**src/sv/llbh_pkg.sv**
```systemverilog
package llbh_pkg;

    // Fixed widths of the configuration registers.
    localparam int THR_W     = 12;
    localparam int MARGIN_W  = 10;
    localparam int DEB_W     = 10;
    localparam int HOLD_W    = 16;
    localparam int CFG_DATA_W = 16;
    localparam int CFG_ADDR_W = 3;

    // Reset values of the configuration registers.
    localparam logic [THR_W-1:0]    THR_RESET    = 12'd2048;
    localparam logic [MARGIN_W-1:0] MARGIN_RESET = 10'd50;
    localparam logic [DEB_W-1:0]    DEB_RESET    = 10'd50;
    localparam logic [HOLD_W-1:0]   HOLD_RESET   = 16'd2500;

    // Configuration register indexes.
    typedef enum logic [CFG_ADDR_W-1:0] {
        REG_DARK_THRESHOLD    = 3'd0,
        REG_HYSTERESIS_MARGIN = 3'd1,
        REG_DEBOUNCE_MS       = 3'd2,
        REG_DARK_HOLD_MS      = 3'd3,
        REG_AUTO_ENABLE       = 3'd4
    } reg_idx_t;

    // Event codes reported with each result.
    typedef enum logic [1:0] {
        EV_NONE = 2'd0,
        EV_OFF  = 2'd1,
        EV_ON   = 2'd2
    } event_t;

    // Current configuration as seen by the datapath.
    typedef struct packed {
        logic [THR_W-1:0]    dark_threshold;
        logic [MARGIN_W-1:0] hysteresis_margin;
        logic [DEB_W-1:0]    debounce_ms;
        logic [HOLD_W-1:0]   dark_hold_ms;
        logic                auto_enable;
    } cfg_t;

    // Single-bit controller state.
    typedef struct packed {
        logic last_below;
        logic last_above;
        logic dark_latched;
        logic light_on;
    } flags_t;

    localparam flags_t FLAGS_RESET = '{
        last_below:   1'b0,
        last_above:   1'b0,
        dark_latched: 1'b0,
        light_on:     1'b1
    };

endpackage

```
**src/sv/llbh_cfg.sv**
```systemverilog
module llbh_cfg
    import llbh_pkg::*;
(
    input  logic                  clk,
    input  logic                  rst_n,
    input  logic                  cfg_wr_en,
    input  logic [CFG_ADDR_W-1:0] cfg_addr,
    input  logic [CFG_DATA_W-1:0] cfg_wdata,
    output cfg_t                  cfg
);

    cfg_t cfg_reg;
    cfg_t cfg_next;

    // Register decode; writes to unused indexes are dropped.
    always_comb
    begin
        cfg_next = cfg_reg;
        if (cfg_wr_en)
        begin
            unique case (reg_idx_t'(cfg_addr))
                REG_DARK_THRESHOLD:    cfg_next.dark_threshold    = cfg_wdata[THR_W-1:0];
                REG_HYSTERESIS_MARGIN: cfg_next.hysteresis_margin = cfg_wdata[MARGIN_W-1:0];
                REG_DEBOUNCE_MS:       cfg_next.debounce_ms       = cfg_wdata[DEB_W-1:0];
                REG_DARK_HOLD_MS:      cfg_next.dark_hold_ms      = cfg_wdata[HOLD_W-1:0];
                REG_AUTO_ENABLE:       cfg_next.auto_enable       = cfg_wdata[0];
                default:               cfg_next = cfg_reg;
            endcase
        end
    end

    always_ff @(posedge clk or negedge rst_n)
    begin
        if (!rst_n)
        begin
            cfg_reg.dark_threshold    <= THR_RESET;
            cfg_reg.hysteresis_margin <= MARGIN_RESET;
            cfg_reg.debounce_ms       <= DEB_RESET;
            cfg_reg.dark_hold_ms      <= HOLD_RESET;
            cfg_reg.auto_enable       <= 1'b1;
        end
        else
        begin
            cfg_reg <= cfg_next;
        end
    end

    assign cfg = cfg_reg;

endmodule

```
**src/sv/llbh_step.sv**
```systemverilog
module llbh_step
    import llbh_pkg::*;
#(
    parameter int SAMPLE_BITS = 12,
    parameter int COUNT_BITS  = 16
)
(
    input  cfg_t                   cfg,
    input  logic [SAMPLE_BITS-1:0] sample,
    input  flags_t                 flags,
    input  logic [COUNT_BITS-1:0]  stable_count,
    input  logic [COUNT_BITS-1:0]  dwell_count,
    output flags_t                 flags_out,
    output logic [COUNT_BITS-1:0]  stable_count_out,
    output logic [COUNT_BITS-1:0]  dwell_count_out,
    output event_t                 event_out
);

    // Comparison width covers both the sample and threshold plus margin.
    localparam int CMP_W = ((SAMPLE_BITS > THR_W) ? SAMPLE_BITS : THR_W) + 1;
    // Counter compare width covers both the counters and the hold time.
    localparam int CNT_W = (COUNT_BITS > HOLD_W) ? COUNT_BITS : HOLD_W;

    logic [CMP_W-1:0]      full_scale;
    logic [CMP_W-1:0]      sample_ext;
    logic [THR_W-1:0]      lo_raw;
    logic [CMP_W-1:0]      lo_level;
    logic [CMP_W-1:0]      hi_raw;
    logic [CMP_W-1:0]      hi_level;
    logic                  below;
    logic                  above;
    logic [COUNT_BITS-1:0] stable_inc;
    logic [COUNT_BITS-1:0] dwell_inc;
    logic                  debounced;
    logic                  dwell_expired;

    // Dark and light levels, floored at zero and capped at full scale.
    always_comb
    begin
        full_scale = {{(CMP_W-SAMPLE_BITS){1'b0}}, {SAMPLE_BITS{1'b1}}};
        sample_ext = CMP_W'(sample);
        lo_raw     = (cfg.dark_threshold > THR_W'(cfg.hysteresis_margin))
                     ? cfg.dark_threshold - THR_W'(cfg.hysteresis_margin)
                     : '0;
        lo_level   = CMP_W'(lo_raw);
        hi_raw     = CMP_W'(cfg.dark_threshold) + CMP_W'(cfg.hysteresis_margin);
        hi_level   = (hi_raw > full_scale) ? full_scale : hi_raw;
        below      = (sample_ext <= lo_level);
        above      = (sample_ext >= hi_level);
    end

    // Saturating tick counters.
    assign stable_inc = (stable_count == '1) ? stable_count : stable_count + 1'b1;
    assign dwell_inc  = (dwell_count == '1) ? dwell_count : dwell_count + 1'b1;

    // One tick of the controller: darkness entry, then switch off, then light return.
    always_comb
    begin
        flags_out        = flags;
        stable_count_out = stable_inc;
        dwell_count_out  = dwell_inc;
        event_out        = EV_NONE;
        debounced        = 1'b0;
        dwell_expired    = 1'b0;
        if (cfg.auto_enable)
        begin
            if ((below != flags.last_below) || (above != flags.last_above))
            begin
                stable_count_out = '0;
            end
            debounced = (CNT_W'(stable_count_out) > CNT_W'(cfg.debounce_ms));
            if (debounced)
            begin
                if (below && !flags_out.dark_latched)
                begin
                    flags_out.dark_latched = 1'b1;
                    dwell_count_out        = '0;
                end
                dwell_expired = (CNT_W'(dwell_count_out) > CNT_W'(cfg.dark_hold_ms));
                if (below && flags_out.dark_latched && dwell_expired && flags_out.light_on)
                begin
                    flags_out.light_on = 1'b0;
                    event_out          = EV_OFF;
                end
                if (above && flags_out.dark_latched)
                begin
                    flags_out.dark_latched = 1'b0;
                    if (dwell_expired && !flags_out.light_on)
                    begin
                        flags_out.light_on = 1'b1;
                        event_out          = EV_ON;
                    end
                end
            end
            flags_out.last_below = below;
            flags_out.last_above = above;
        end
    end

endmodule

```
**src/sv/light_level_backlight_hysteresis.sv**
```systemverilog
// Channel   Direction  Handshake            Payload
// input     in         in_valid / in_ready  sample
// output    out        out_valid/out_ready  backlight_on, in_dark, event_res
// config    in         cfg_wr_en            cfg_addr, cfg_wdata
//
// One transaction is accepted per clock cycle while the output is not stalled. The
// input register captures the sample on acceptance, and the result register captures
// the outcome once it is empty or its result is taken, which makes the result valid.
// The controller state updates in the cycle a sample moves from the input
// register into the result register, so consecutive ticks chain with no gap.
// Reset restores the configuration registers, the handshake state and the
// controller state; payload registers are not reset and no clearing pass is needed.
// A stalled output holds its result while the input register keeps one more sample.
module light_level_backlight_hysteresis
    import llbh_pkg::*;
#(
    parameter int SAMPLE_BITS = 12,
    parameter int COUNT_BITS  = 16
)
(
    input  logic                   clk,
    input  logic                   rst_n,
    input  logic                   cfg_wr_en,
    input  logic [CFG_ADDR_W-1:0]  cfg_addr,
    input  logic [CFG_DATA_W-1:0]  cfg_wdata,
    input  logic                   in_valid,
    output logic                   in_ready,
    input  logic [SAMPLE_BITS-1:0] sample,
    output logic                   out_valid,
    input  logic                   out_ready,
    output logic                   backlight_on,
    output logic                   in_dark,
    output logic [1:0]             event_res
);

    cfg_t                   cfg;
    logic                   a_valid_reg;
    logic [SAMPLE_BITS-1:0] a_sample_reg;
    logic                   out_valid_reg;
    logic                   backlight_on_reg;
    logic                   in_dark_reg;
    event_t                 event_reg;
    flags_t                 flags_reg;
    flags_t                 flags_next;
    logic [COUNT_BITS-1:0]  stable_count_reg;
    logic [COUNT_BITS-1:0]  stable_count_next;
    logic [COUNT_BITS-1:0]  dwell_count_reg;
    logic [COUNT_BITS-1:0]  dwell_count_next;
    event_t                 event_next;
    logic                   advance;
    logic                   in_take;

    llbh_cfg u_cfg (
        .clk       (clk),
        .rst_n     (rst_n),
        .cfg_wr_en (cfg_wr_en),
        .cfg_addr  (cfg_addr),
        .cfg_wdata (cfg_wdata),
        .cfg       (cfg)
    );

    llbh_step #(
        .SAMPLE_BITS (SAMPLE_BITS),
        .COUNT_BITS  (COUNT_BITS)
    ) u_step (
        .cfg              (cfg),
        .sample           (a_sample_reg),
        .flags            (flags_reg),
        .stable_count     (stable_count_reg),
        .dwell_count      (dwell_count_reg),
        .flags_out        (flags_next),
        .stable_count_out (stable_count_next),
        .dwell_count_out  (dwell_count_next),
        .event_out        (event_next)
    );

    // Pipeline flow: the result register frees up when empty or taken.
    assign advance  = a_valid_reg && (!out_valid_reg || out_ready);
    assign in_ready = !a_valid_reg || advance;
    assign in_take  = in_valid && in_ready;

    // Control state and controller state.
    always_ff @(posedge clk or negedge rst_n)
    begin
        if (!rst_n)
        begin
            a_valid_reg      <= 1'b0;
            out_valid_reg    <= 1'b0;
            flags_reg        <= FLAGS_RESET;
            stable_count_reg <= '0;
            dwell_count_reg  <= '0;
        end
        else
        begin
            if (in_take)
            begin
                a_valid_reg <= 1'b1;
            end
            else if (advance)
            begin
                a_valid_reg <= 1'b0;
            end
            if (advance)
            begin
                out_valid_reg    <= 1'b1;
                flags_reg        <= flags_next;
                stable_count_reg <= stable_count_next;
                dwell_count_reg  <= dwell_count_next;
            end
            else if (out_ready)
            begin
                out_valid_reg <= 1'b0;
            end
        end
    end

    // Payload registers.
    always_ff @(posedge clk)
    begin
        if (in_take)
        begin
            a_sample_reg <= sample;
        end
        if (advance)
        begin
            backlight_on_reg <= flags_next.light_on;
            in_dark_reg      <= flags_next.dark_latched;
            event_reg        <= event_next;
        end
    end

    assign out_valid    = out_valid_reg;
    assign backlight_on = backlight_on_reg;
    assign in_dark      = in_dark_reg;
    assign event_res    = event_reg;

endmodule

```
**config.mk**
```make
export PLATFORM = sky130hd
export DESIGN_NAME = light_level_backlight_hysteresis
export DESIGN_NICKNAME = d
export VERILOG_FILES = /design/src/sv/llbh_pkg.sv /design/src/sv/llbh_cfg.sv /design/src/sv/llbh_step.sv /design/src/sv/light_level_backlight_hysteresis.sv
export SDC_FILE = /design/constraint.sdc
export NUM_CORES = 1
export LEC_CHECK = 0
export BUFFER_PORTS_ARGS = -buffer_cell sky130_fd_sc_hd__buf_2
export CAP_MARGIN = 20
export CORE_AREA = 2 2 140 128
export CTS_CLUSTER_SIZE = 8
export DETAILED_ROUTE_END_ITERATION = 7
export DIE_AREA = 0 0 142 130
export GPL_TIMING_DRIVEN = 0
export SYNTH_ARGS = -nofsm -noshare
export SYNTH_HDL_FRONTEND = slang
export SYNTH_HIERARCHICAL = 1
export SYNTH_SLANG_ARGS = --single-unit
```
**constraint.sdc**
```tcl
create_clock -name clk -period 7.3 [get_ports clk]
set_clock_uncertainty 0.2 [all_clocks]
set_input_delay 0.365 -clock clk [delete_from_list [all_inputs] [get_ports clk]]
set_output_delay 0.365 -clock clk [all_outputs]
set_load 0.03 [all_outputs]
```
## Word-level counts from Yosys, hierarchy flattened

Index checks and enable logic that the tools add are counted.

| cells by class | value |
|---|---|
| $lt $le $gt $ge | 6 |
| add/subtract/negate cells | 4 |
| equality and inequality tests | 8 |
| reductions and logical operators | 25 |
| muxes and demuxes | 29 |

Operator list:

| operator | count |
|---|---|
| 16-bit 2-to-1 mux | 10 |
| 16-bit by 1-bit adder with 16-bit output, second input constant | 2 |
| 16-bit equality test, second input constant | 2 |
| 16-bit by 10-bit greater-than comparator with 1-bit output | 1 |
| 16-bit greater-than comparator | 1 |
| 2-bit AND reduction | 7 |
| 12-bit by 10-bit adder with 13-bit output | 1 |
| 12-bit by 13-bit >= comparator with 1-bit output | 1 |
| 13-bit by 12-bit greater-than comparator with 1-bit output, second input constant | 1 |
| 13-bit 2-to-1 mux | 1 |
| 12-bit by 10-bit greater-than comparator with 1-bit output | 1 |
| 12-bit less-or-equal comparator | 1 |
| 1-bit 2-to-1 mux | 12 |
| 12-bit 2-to-1 mux | 1 |
| 12-bit by 10-bit subtractor with 12-bit output | 1 |
| 2-bit 2-to-1 mux | 5 |
| 1-bit logical AND | 8 |
| 3-bit by 2-bit equality test with 1-bit output, second input constant | 2 |
| 1-bit logical NOT | 4 |
| 2-bit nonzero test | 2 |
| 3-bit by 1-bit equality test with 1-bit output, second input constant | 1 |
| 3-bit equality test, second input constant | 1 |
| 3-bit logical NOT | 1 |
| 1-bit logical OR | 3 |
| 1-bit inequality test | 2 |

| storage, ports and cells | value |
|---|---|
| output and inout port bits | 6 |
| bits in registers | 103 |
| logic and storage cells | 89 |
| input bits | 36 |

## Depth between registers and ports, before layout

Gate-level depths: netlist of run 1.

| logic depth | value |
|---|---|
| depth in word-level cells | 23 |
| mapped depth | 32 |
| mapped depth without buffers | 30 |

## Modules after synthesis

The synthesis of run 1 kept the hierarchy.

Modules (own cells, without submodules):

| module | sequential area each (sq um) | times used | area an instance (sq um) | cells an instance |
|---|---|---|---|---|
| llbh_step | 0.0 | 1 | 3,515.9 | 514 |
| light_level_backlight_hysteresis | 1,432.6 | 1 | 2,035.7 | 100 |
| llbh_cfg | 1,242.4 | 1 | 1,961.9 | 107 |

## Worst setup path after synthesis of run 1

Ideal clock, no wire load.

| timing | value |
|---|---|
| path type | reg2reg |
| from | register u_cfg.cfg_reg (netlist bit u_cfg/cfg[28]) |
| to | register dwell_count_reg[10] |
| setup time | 125 ps |
| path buffers | 2 |
| cell stages (with the launch flop) | 30 |
| period minus slack after synthesis | 5,859 ps |
| slack | 1,441 ps |
| arrival time | 5,534 ps |
| data required time | 6,975 ps |
| cell sequence | dfstp_2 > inv_1 > fa_1 > a21o_1 > a21oi_1 > nor2_1 > o21ai_0 > a21oi_1 > a31o_2 > a21o_1 > clkbuf_1 > and2_1 > ha_1 > nor2b_1 > o211ai_1 > a211o_1 > a31oi_4 > xor2_4 > nand2_4 > nor2_1 > ha_1 > and3_1 > nand3_1 > nor2_1 > a211oi_1 > a31oi_4 > nor2_4 > buf_6 > nor2_2 > mux2_4 |

| on the way | value |
|---|---|
| cells in the longest elaborated chain, start to end | 11 |
| elaborated cells between the ends (all ways) | 20 |
| classes of those cells | 2 x add/sub; 5 x order compare; 2 x eq/ne; 9 x mux; 2 x reduce/logical |

Ends and longest elaborated chain:

| item | line | RTL |
|---|---|---|
| start, declared | llbh_cfg.sv:12 | `cfg_t cfg_reg;` |
| start signal, assigned | llbh_cfg.sv:44 | `cfg_reg <= cfg_next;` |
| 12-bit by 10-bit adder with 13-bit output | llbh_step.sv:46 | `hi_raw = CMP_W'(cfg.dark_threshold) + CMP_W'(cfg.hysteresis_margin);` |
| 13-bit by 12-bit greater-than comparator with 1-bit output | llbh_step.sv:47 | `hi_level = (hi_raw > full_scale) ? full_scale : hi_raw;` |
| 13-bit 2-to-1 mux | llbh_step.sv:47 |  |
| 12-bit by 13-bit >= comparator with 1-bit output | llbh_step.sv:49 | `above = (sample_ext >= hi_level);` |
| 1-bit inequality test | llbh_step.sv:67 | `if ((below != flags.last_below) \|\| (above != flags.last_above))` |
| 1-bit logical OR | llbh_step.sv:67 |  |
| 16-bit 2-to-1 mux | llbh_step.sv:67 |  |
| 16-bit 2-to-1 mux | llbh_step.sv:65 | `if (cfg.auto_enable)` |
| 16-bit by 10-bit greater-than comparator with 1-bit output | llbh_step.sv:71 | `debounced = (CNT_W'(stable_count_out) > CNT_W'(cfg.debounce_ms));` |
| 16-bit 2-to-1 mux (*) | llbh_step.sv:72 | `if (debounced)` |
| 16-bit 2-to-1 mux (*) | llbh_step.sv:65 |  |
| via dwell_count_next[10] | light_level_backlight_hysteresis.sv:48 | `logic [COUNT_BITS-1:0] dwell_count_next;` |
| end signal, assigned | light_level_backlight_hysteresis.sv:108 | `dwell_count_reg <= dwell_count_next;` |
| end, declared | light_level_backlight_hysteresis.sv:47 | `logic [COUNT_BITS-1:0] dwell_count_reg;` |

Mark *: on every way through the listed nets, which the timed path passes. The rest lies on a longest branch. The select of a mux whose other input is x is not followed.
A chain may end at the register's enable or synchronous reset.

==> run summary, run 1 <==
Status -> complete, no violations
Synth Flop Type -> dfrtp_1
Max-Cap Viols -> 0
Die W -> 142 µm
Portion of total power attributed to sequential cells -> 32.3%
Die Ht -> 130 µm
Core region area -> 0.0172 mm²
Met2 WL post-DR -> 7200 µm
Post-synth EDFFs -> 16
Register area share after synthesis -> 35.6%
Synth unique cells -> 75
F_max -> 0.145 GHz
CP required -> 7.38 ns
VDD IR-drop max -> 0.117 mV
Worst Tran Pin Value -> 0.614 ns
DIE AREA -> 0.0185 mm²
Synth Warn # -> 6
Pins Over Slew Limit -> 0
Slowest stage delay, CP -> 0.55 ns
Cell area after synthesis -> 0.00751 mm²
Initial antenna violation count -> 0
Number of global-route vias before repair -> 5,415
Logic pwr share -> 48.5%
Avg Inst Size Synth -> 10.4 µm²
FF+latch count, synth -> 103
Root Buffer Master -> clkbuf_16
Pre-Repair DR Iteration Count -> 4
Max H-tree Level -> 3
Total CTS buffers -> 9
Number of buffers inserted by port buffering -> 41
Fraction of the cycle the final worst path needs -> 94.5%
Clk_lat worst skew -> 0.36 ns
Fillers -> 1,605
Antenna Diode Count -> 0
Routed vias -> 5,425
RSZ-0062 raised after global routing -> no
Initial detailed-routing violation count -> 304
DRT antenna net count -> 0
Worst relative slew slack -> 59.1%
Commonest non-fill, non-tap cell in the layout -> dfrtp_1
CP startpoint kind -> flop
Initial Utilization -> 43.7%
I/O pins -> 42
CTS clk-pin slew, worst paths -> 0.07 ns
Setup CP Type -> flop to flop
Most frequent cells in the layout -> 73 x dfrtp_1, 72 x ha_1, 62 x nor2_1, 52 x inv_1, 46 x mux2_2
DPL Wire Length -> 12,400 µm
GRT Total Usage -> 18.2%
Num rows -> 46
Max Root-Sink Buffers -> 2
Layout cells sized above 1 -> 27.4%
Post-synthesis cell count -> 721
Final WL -> 15,900 µm
Mapped Nets -> 831
Final GP Congestion -> 0.909
WP data arrival -> 6.98 ns
HP Class -> input port to flop
Hold Slack -> 0.0572 ns
Crit. End Element -> flop
P&R area growth vs syn -> 12.5%
Post-CTS sizing -> 0
Remaining Overflow, GRT -> 0
Setup TNS -> 0 ns
Ys async rst share -> 84.5%
Top routing layer in use -> met4
Final setup vio count -> 0
Power Dens Cells -> 295 mW/mm²
Clk sink count -> 103
Fin. Hold Viols -> 0
Largest register FFs -> 49
Routed len/inst -> 15.7 µm
Vias per Instance -> 5.38
Worst path slowest cell -> dfstp_2
Leakage -> 3.89 nW
First-pass GRT wire length -> 26,600 µm
CTS tree -> built
Nets@finish -> 898
Fin crit period -> 6.90 ns
Metal1 wirelength -> 7750 µm
DRC -> 0
CP max FO -> 10
Sw frac -> 39.7%
Switching pwr -> 0.989 mW
Pin count of the biggest net entering global routing -> 62
Clock power frac -> 19.2%
Post-CTS Setup Bufs -> 0
Wire length on met3 -> 728 µm
Int Pwr -> 1.50 mW
## synthesized netlist by cell type (all sizes together), types with 9 or more instances
library cell | number | share of area [%]
a21oi | 30 | 2.0
and3 | 9 | 0.75
buf | 16 | 1.9
dfrtp | 73 | 24
dfstp | 14 | 4.9
edfxtp | 16 | 6.4
ha | 72 | 12
inv | 52 | 2.6
mux2 | 85 | 15
nand2 | 36 | 2.0
nand2b | 10 | 0.93
nand3 | 24 | 1.8
nand4 | 20 | 1.7
nor2 | 83 | 4.9
nor2b | 12 | 1.0
nor3 | 14 | 1.0
o21ai | 24 | 1.6
xnor2 | 13 | 1.5
xor2 | 20 | 2.6
## worst max-delay path: cells and delay by family, from the launching register on
| family | cells | cell delay, ns |
|---|---|---|
| DFF | 1 | 0.55 |
| AOI/OAI and AO/OA | 13 | 3.10 |
| and+or+nand+nor | 8 | 1.00 |
| adders and majority gates | 3 | 1.01 |
| buffers and inverters | 3 | 0.66 |
| muxes | 1 | 0.29 |
## metrics by stage
step           cell area [µm²]  util, %  worst slack, ns  total power, mW  cells
6_report                  8450     49.1            0.400             2.49   1009
5_1_grt                   8450     49.1          0.00988             2.70   1009
4_1_cts                   8450     49.1            0.429             2.51   1009
3_5_place_dp              8020     46.6            0.500             2.01    979
3_3_place_gp              7990     46.4            0.500             1.96    978
2_1_floorplan             7510        -             1.44             1.73    721
## logic make-up (layout without fill, tap and decap cells)
group	Yosys count	count (layout)	share of synthesized area, %
AND/OR/NAND/NOR	246	246	18.6
flip-flops	103	103	35.6
AO/OA/AOI/OAI	98	98	8.66
multiplexers	92	92	15.6
buffers and inverters	75	147	4.90
adder cells (fa/ha/maj)	74	74	12.5
XOR/XNOR	33	33	4.10
## layer usage
metal	vias up	track usage, %
li1	2681	-
met1	2634	25.4
met2	95	29.0
met3	15	3.63
met4	0	4.82
met5	-	0
## path summary, 6_finish.rpt
kind | startpoint | endpoint | slack [ns] | cells past startpoint
max reg2reg | u_cfg/cfg[28] | flags_reg[0] | 0.40 | 28
max | u_cfg/cfg[28] | flags_reg[0] | 0.40 | 28
min in group asynchronous | rst_n | u_cfg/cfg[47] | 0.28 | 2
min | cfg_wdata[14] | u_cfg/cfg[15] | 0.06 | 2
max in group asynchronous | rst_n | u_cfg/cfg[3] | 5.95 | 3
min reg2reg | u_cfg/cfg[16] | u_cfg/cfg[16] | 0.31 | 1
## layout make-up
class                      count  area (µm²)  area share [%]
clock buffer                  10         250            2.96
tap                          216         270            3.20
multi-input combinational    543        4470            52.9
buffer                        23         173            2.04
clock inverter                 6        40.0           0.474
sequential                   103        2680            31.7
inverter                      52         195            2.31
timing repair buffer          56         375            4.44
## power by group through the flow
stage / sequential, mW / combinational (mW) / clock [mW]
after floorplan: 0.789 / 0.941 / 0
after global placement: 0.808 / 1.15 / 0
after detailed placement: 0.816 / 1.20 / 0
after CTS: 0.806 / 1.21 / 0.490
after global routing: 0.825 / 1.36 / 0.515
final: 0.805 / 1.21 / 0.477
## timing repair
| item | in CTS | in global routing |
|---|---|---|
| setup endpoints to repair | 0 | 0 |
| hold buffers | 14 | 0 |
| hold endpoints to repair | 36 | 0 |
(Power assumes the default switching activity.)
==> run 2: changes to the inputs <==
ABC_AREA = 1   (was not set)
CORE_AREA = 2 2 143 131   (was 2 2 140 128)
DIE_AREA = 0 0 145 133   (was 0 0 142 130)
RECOVER_POWER = 25   (was not set)
==> run 2 against run 1 <==
Against the previous run: the flow now finishes with violations (capacitance limit, slew limit); utilization is 0.42 points higher; total power is 7.3% lower; cell count is 43% higher.
==> run summary, run 2 <==
Synth Flop Type -> dfrtp_1
Final setup vio count -> 0 (unchanged)
Core region area -> 0.0179 mm² (+4.2%)
Synth unique cells -> 43 (-43%)
Root Buffer Master -> clkbuf_16
Leakage -> 4.79 nW (+23%)
Power Dens Cells -> 260 mW/mm² (-12%)
Min-delay src -> cfg_wdata[11]
Total CTS buffers -> 9 (unchanged)
Fin. Hold Viols -> 0 (unchanged)
Layout cells sized above 1 -> 11.2% (-16 points)
Setup TNS -> 0 ns (unchanged)
Status -> finished, violations left
Initial antenna violation count -> 0 (unchanged)
Initial detailed-routing violation count -> 407 (+34%)
Pins Over Slew Limit -> 29 (+29)
Failing checks -> capacitance limit, slew limit
Worst Tran Pin Value -> 1.74 ns (+1.13 ns)
Slowest stage delay, CP -> 0.56 ns (about the same)
Post-CTS Setup Bufs -> 0 (unchanged)
Initial Utilization -> 44.1% (+0.41 points)
Max-Cap Viols -> 1 (+1)
Synth Warn # -> 6 (unchanged)
HP Class -> input port to flop
Post-CTS sizing -> 0 (unchanged)
Routed vias -> 7,063 (+30%)
Yosys top cell by area -> dfrtp_1
GRT Total Usage -> 21.5% (+3.3 points)
Placed insts -> 1,411 (+44%)
Worst r2r src -> u_cfg/cfg[28]
CTS clk-pin slew, worst paths -> 0.07 ns (about the same)
Max Root-Sink Buffers -> 2 (unchanged)
Die W -> 145 µm (+2.1%)
Worst relative slew slack -> -16.0% (-75 points)
Ys async rst share -> 84.5% (unchanged)
Avg Inst Size Synth -> 7.03 µm² (-33%)
DIE AREA -> 0.0193 mm² (+4.5%)
Die Ht -> 133 µm (+2.3%)
CP top delay family -> simple AND/OR/NAND/NOR gates
Non-filler cells, final -> 1,444 (+43%)
Critical Path Source -> u_cfg/cfg[28]
Final GP Congestion -> 0.875 (-3.7%)
F_max -> 0.172 GHz (+18%)
CP max FO -> 10 (unchanged)
Top cells by area, synth -> dfrtp_1 23%, nand2_1 17%, ha_1 11%
Worst R2R Setup Slack -> 1.48 ns (+1.08 ns)
VDD IR-drop max -> 0.123 mV (+5.7%)
CTS tree -> built
Register area share after synthesis -> 33.8% (-1.8 points)
DRC -> 0 (unchanged)
Clk_lat worst skew -> 0.36 ns (about the same)
Nets@finish -> 1,304 (+45%)
Remaining Overflow, GRT -> 0 (unchanged)
Max H-tree Level -> 3 (unchanged)
Commonest non-fill, non-tap cell in the layout -> nand2_1
First-pass GRT wire length -> 33,400 µm (+26%)
Cell with the most instances after synthesis -> nand2_1
CP startpoint kind -> flop
Hold Slack -> 0.0115 ns (-0.0457 ns)
DPL Wire Length -> 15,200 µm (+23%)
P&R area growth vs syn -> 12.3% (about the same)
Largest register FFs -> 49 (unchanged)
I/O pins -> 42 (unchanged)
Critical Path Stages -> 36 (+29%)
Pin count of the biggest net entering global routing -> 60 (-3.2%)
Post-synth EDFFs -> 16 (unchanged)
FF+latch count, synth -> 103 (unchanged)
CP required -> 7.35 ns (-0.03 ns)
DRT antenna net count -> 0 (unchanged)
Final WL -> 19,800 µm (+25%)
Post-synth top cells -> 361 x nand2_1, 153 x inv_1, 112 x nand3_1, 95 x nor2_1, 73 x dfrtp_1
Setup CP Type -> flop to flop
WP data arrival -> 5.88 ns (-1.10 ns)
Fraction of the cycle the final worst path needs -> 79.8% (-15 points)
Clk sink count -> 103 (unchanged)
WHS Path Cells -> 3 (+1)
Share of the synthesized area in the top cell type -> 23.1% (-1.2 points)
Num rows -> 47 (+2.2%)
Crit. End Element -> flop
Pre-Repair DR Iteration Count -> 5 (+1)
Crit path buf inv count -> 7 (+4)
Mapped Nets -> 1,234 (+48%)
Most frequent cells in the layout -> 363 x nand2_1, 153 x inv_1, 112 x nand3_1, 98 x nor2_1, 73 x dfrtp_1
Cell area after synthesis -> 0.00791 mm² (+5.2%)
Vias per Instance -> 4.89 (-9.0%)
CP most frequent cell -> nand2_1
Post-synthesis cell count -> 1,124 (+56%)
Fin crit period -> 5.82 ns (-1.08 ns)
Antenna Diode Count -> 0 (unchanged)
Worst path slowest cell -> dfstp_2
RSZ-0062 raised after global routing -> no
Routed len/inst -> 13.7 µm (-13%)
Number of buffers inserted by port buffering -> 41 (unchanged)
FF-to-FF path depth -> 36 (+29%)
Number of global-route vias before repair -> 6,630 (+22%)
run 2: cell types whose count changed in the layout (fill, tap and decap cells not counted), sizes merged, moves of 10 or more:
cell | before | now
nand3 | 24 | 114
nand2b | 10 | 0
or2 | 2 | 12
xor2 | 20 | 9
nor2b | 12 | 0
a21oi | 30 | 64
inv | 55 | 159
nand2 | 36 | 377
nor2 | 83 | 104
mux2 | 85 | 0
run 2: worst reg2reg max path: cells and delay by family (launching register included):
family | cells | cell delay (ns)
buffers and inverters | 7 | 0.64
adder cells (fa/ha/maj) | 3 | 0.98
AO/OA/AOI/OAI | 7 | 1.19
flip-flops | 1 | 0.56
AND/OR/NAND/NOR | 19 | 2.17
run 2: power by group:
group	switching, mW	total, mW	internal, mW
clock network	0.240	0.508	0.268
registers	0.0909	0.778	0.687
logic	0.643	1.02	0.379
run 2: cell families after synthesis:
group	share of synthesized area (%)
buf+inv	10.6
xor+xnor	1.66
fa+ha+maj	11.9
compound gates	7.09
flops	33.8
mux	0.127
simple gates	34.7
run 2: timing repair:
item	in CTS	in global routing
setup endpoints to repair	0	0
hold buffers	17	0
endpoints found under the hold margin	43	0
run 2: layout make-up:
type | count | area (µm²)
plain buffers | 30 | 236
clock buffers | 11 | 264
clock inverters | 5 | 46.3
fillers | 1827 | 9050
inverters | 159 | 597
multi-input cells | 832 | 4360
flip-flops and latches | 103 | 2680
well taps | 245 | 307
repair buffers | 59 | 398
run 2: path summary, 6_finish.rpt:
| check | end |
|---|---|
| max | dwell_count_reg[13] |
| min | u_cfg/cfg[12] |
| max reg2reg | dwell_count_reg[13] |
| min reg2reg | u_cfg/cfg[21] |
| max in group asynchronous | u_cfg/cfg[32] |
| min in group asynchronous | stable_count_reg[3] |
run 2: metrics by stage:
step	power, mW	setup slack (ns)	area [µm²]	util [%]
after global placement	1.79	1.53	8420	46.9
after global routing	2.53	0.839	8880	49.5
final	2.31	1.48	8880	49.5
after CTS	2.33	1.48	8930	49.8
after floorplan	1.54	2.45	7910	-
after detailed placement	1.80	1.49	8450	47.1
run 2: layer usage:
metal | wire [µm] | track usage (%)
met5 | 0 | 0
met4 | 280 | 5.94
met1 | 10400 | 32.4
met2 | 8320 | 32.3
met3 | 753 | 2.83
==> run 3: changes to the inputs <==
clock period = 5.2 ns   (was 7.3 ns; I/O delays follow)
==> run 3 against run 2 <==
Against the previous run: the flow still finishes with violations (capacitance limit, slew limit); critical endpoint is now dwell_count_reg[7]; worst setup slack lost 1.4 ns; sequential power is 41% higher; first-iteration DRC count grew 0.25%; highest routed layer unchanged; count of clock-buffer cells in the layout is the same; via count rose by 4.2%.
==> run summary, run 3 (synthesis results as in run 2) <==
WHS Path Cells -> 5 (+2)
Final WL -> 21,200 µm (+7.3%)
Worst R2R Setup Slack -> 0.07 ns (-1.40 ns)
Number of buffers inserted by port buffering -> 41 (unchanged)
FF-to-FF path depth -> 34 (-5.6%)
Pre-Repair DR Iteration Count -> 5 (unchanged)
Fin crit period -> 5.13 ns (-0.697 ns)
P&R area growth vs syn -> 24.7%
F_max -> 0.195 GHz (+14%)
Die W -> 145 µm (unchanged)
Post-DP Area -> 0.00845 mm² (unchanged)
Clk_lat worst skew -> 0.36 ns (about the same)
I/O pins -> 42 (unchanged)
Fraction of the cycle the final worst path needs -> 98.6% (+19 points)
HP Class -> input port to flop
Vias per Instance -> 4.95 (+1.2%)
Max H-tree Level -> 3 (unchanged)
Max-Cap Viols -> 1 (unchanged)
Setup CP Type -> flop to flop
Nets@finish -> 1,346 (+3.2%)
Worst relative slew slack -> -16.1% (-0.077 points)
Status -> finished, violations left
Initial Utilization -> 44.1% (unchanged)
Largest register FFs -> 49 (unchanged)
Fillers -> 1,756 (-3.9%)
CP max FO -> 5 (-5)
Final GP Congestion -> 0.875 (unchanged)
CTS clk-pin slew, worst paths -> 0.08 ns (about the same)
Worst Hold End -> u_cfg/cfg[0]
Clk sink count -> 103 (unchanged)
Worst Tran Pin Value -> 1.74 ns (+0.00116 ns)
First-pass GRT wire length -> 34,100 µm (+2.0%)
Number of global-route vias before repair -> 6,772 (+2.1%)
Num rows -> 47 (unchanged)
Core Util, Final -> 55.0% (+5.4 points)
Worst r2r dst -> dwell_count_reg[7]
Root Buffer Master -> clkbuf_16
Design area -> 0.00986 mm² (+11%)
CTS tree -> built
Layout cells sized above 1 -> 23.0% (+12 points)
Initial detailed-routing violation count -> 408 (+0.25%)
Failing checks -> capacitance limit, slew limit
DIE AREA -> 0.0193 mm² (unchanged)
Routed len/inst -> 14.3 µm (+4.2%)
Worst r2r src -> u_cfg/cfg[28]
Setup TNS -> 0 ns (unchanged)
DRC -> 0 (unchanged)
CP most frequent cell -> nand2_1
RSZ-0062 raised after global routing -> yes
Pin count of the biggest net entering global routing -> 60 (unchanged)
Total CTS buffers -> 9 (unchanged)
Crit. End Element -> flop
Hold Slack -> 0.0278 ns (+0.0163 ns)
Antenna Diode Count -> 0 (unchanged)
WP data arrival -> 5.23 ns (-0.65 ns)
Final setup vio count -> 0 (unchanged)
DRT antenna net count -> 0 (unchanged)
GRT Total Usage -> 21.9% (+0.41 points)
Power Dens Cells -> 380 mW/mm² (+46%)
DPL Wire Length -> 15,200 µm (unchanged)
Commonest non-fill, non-tap cell in the layout -> nand2_1
CP startpoint kind -> flop
DP Worst Slack -> -0.608 ns (-2.10 ns)
Most frequent cells in the layout -> 333 x nand2_1, 142 x inv_1, 102 x nand3_1, 82 x nor2_1, 72 x dfrtp_1
Remaining Overflow, GRT -> 0 (unchanged)
VDD IR-drop max -> 0.185 mV (+50%)
Core region area -> 0.0179 mm² (unchanged)
Initial antenna violation count -> 0 (unchanged)
Fin. Hold Viols -> 0 (unchanged)
Leakage -> 5.08 nW (+6.0%)
Max Root-Sink Buffers -> 2 (unchanged)
Worst path slowest cell -> dfstp_2
Min-delay src -> cfg_wr_en
Slowest stage delay, CP -> 0.59 ns (+0.03 ns)
Final WS setup -> 0.0745 ns (-1.40 ns)
Pins Over Slew Limit -> 29 (unchanged)
Die Ht -> 133 µm (unchanged)
Routed vias -> 7,359 (+4.2%)
CP required -> 5.30 ns (-2.05 ns)
## run 3: worst max path at each step
stage | start | to | depth (start not counted)
final | u_cfg/cfg[28] | dwell_count_reg[7] | 34
after global routing | u_cfg/cfg[28] | dwell_count_reg[14] | 34
after CTS | u_cfg/cfg[28] | dwell_count_reg[13] | 34
after detailed placement | u_cfg/cfg[28] | backlight_on | 31
after global placement | u_cfg/cfg[28] | backlight_on | 31
after floorplan | u_cfg/cfg[28] | backlight_on | 33
## run 3: final cells by class
type / count / area (µm²) / area share (%)
Clock inverter: 5 / 46.3 / 0.470
Tap cell: 245 / 307 / 3.11
Inverter: 159 / 608 / 6.17
Buffer: 28 / 244 / 2.47
Sequential cell: 103 / 2680 / 27.1
Clock buffer: 11 / 264 / 2.68
Timing Repair Buffer: 101 / 778 / 7.89
Multi-Input combinational cell: 834 / 4930 / 50.1
## run 3: metal layers
metal / track usage (%) / vias to the layer above / share of wire, %
met5: 0 / - / 0
met4: 5.78 / 0 / 1.5
met3: 2.86 / 24 / 3.9
met2: 33.7 / 159 / 44
met1: 32.5 / 3370 / 50
li1: - / 3806 / -
## run 3: power breakdown
group | internal, mW | total [mW] | switching [mW] | leakage, nW
clock network | 0.377 | 0.715 | 0.339 | 0.155
registers | 0.964 | 1.10 | 0.134 | 1.25
logic | 0.779 | 1.93 | 1.15 | 3.67
total | 2.12 | 3.74 | 1.62 | 5.08
## run 3: repair_timing
action,in CTS,in global routing
hold endpoints to repair,70,0
cloned,1,3
hold buffers,31,0
endpoints found under the setup margin,22,22
pin swaps,6,74
setup buffers,3,23
gates resized for setup,28,133
## run 3: worst max-delay path: cells and delay by family (launching register included)
| family | cells | cell delay (ns) |
|---|---|---|
| flops | 1 | 0.59 |
| fa+ha+maj | 3 | 0.98 |
| simple gates | 19 | 1.79 |
| compound gates | 7 | 0.99 |
| buf+inv | 5 | 0.49 |
## run 3: metrics by stage
step	power [mW]	std cells
2_1_floorplan	2.17	1124
3_3_place_gp	2.51	1410
3_5_place_dp	2.53	1411
4_1_cts	3.35	1460
5_1_grt	4.05	1486
6_report	3.74	1486
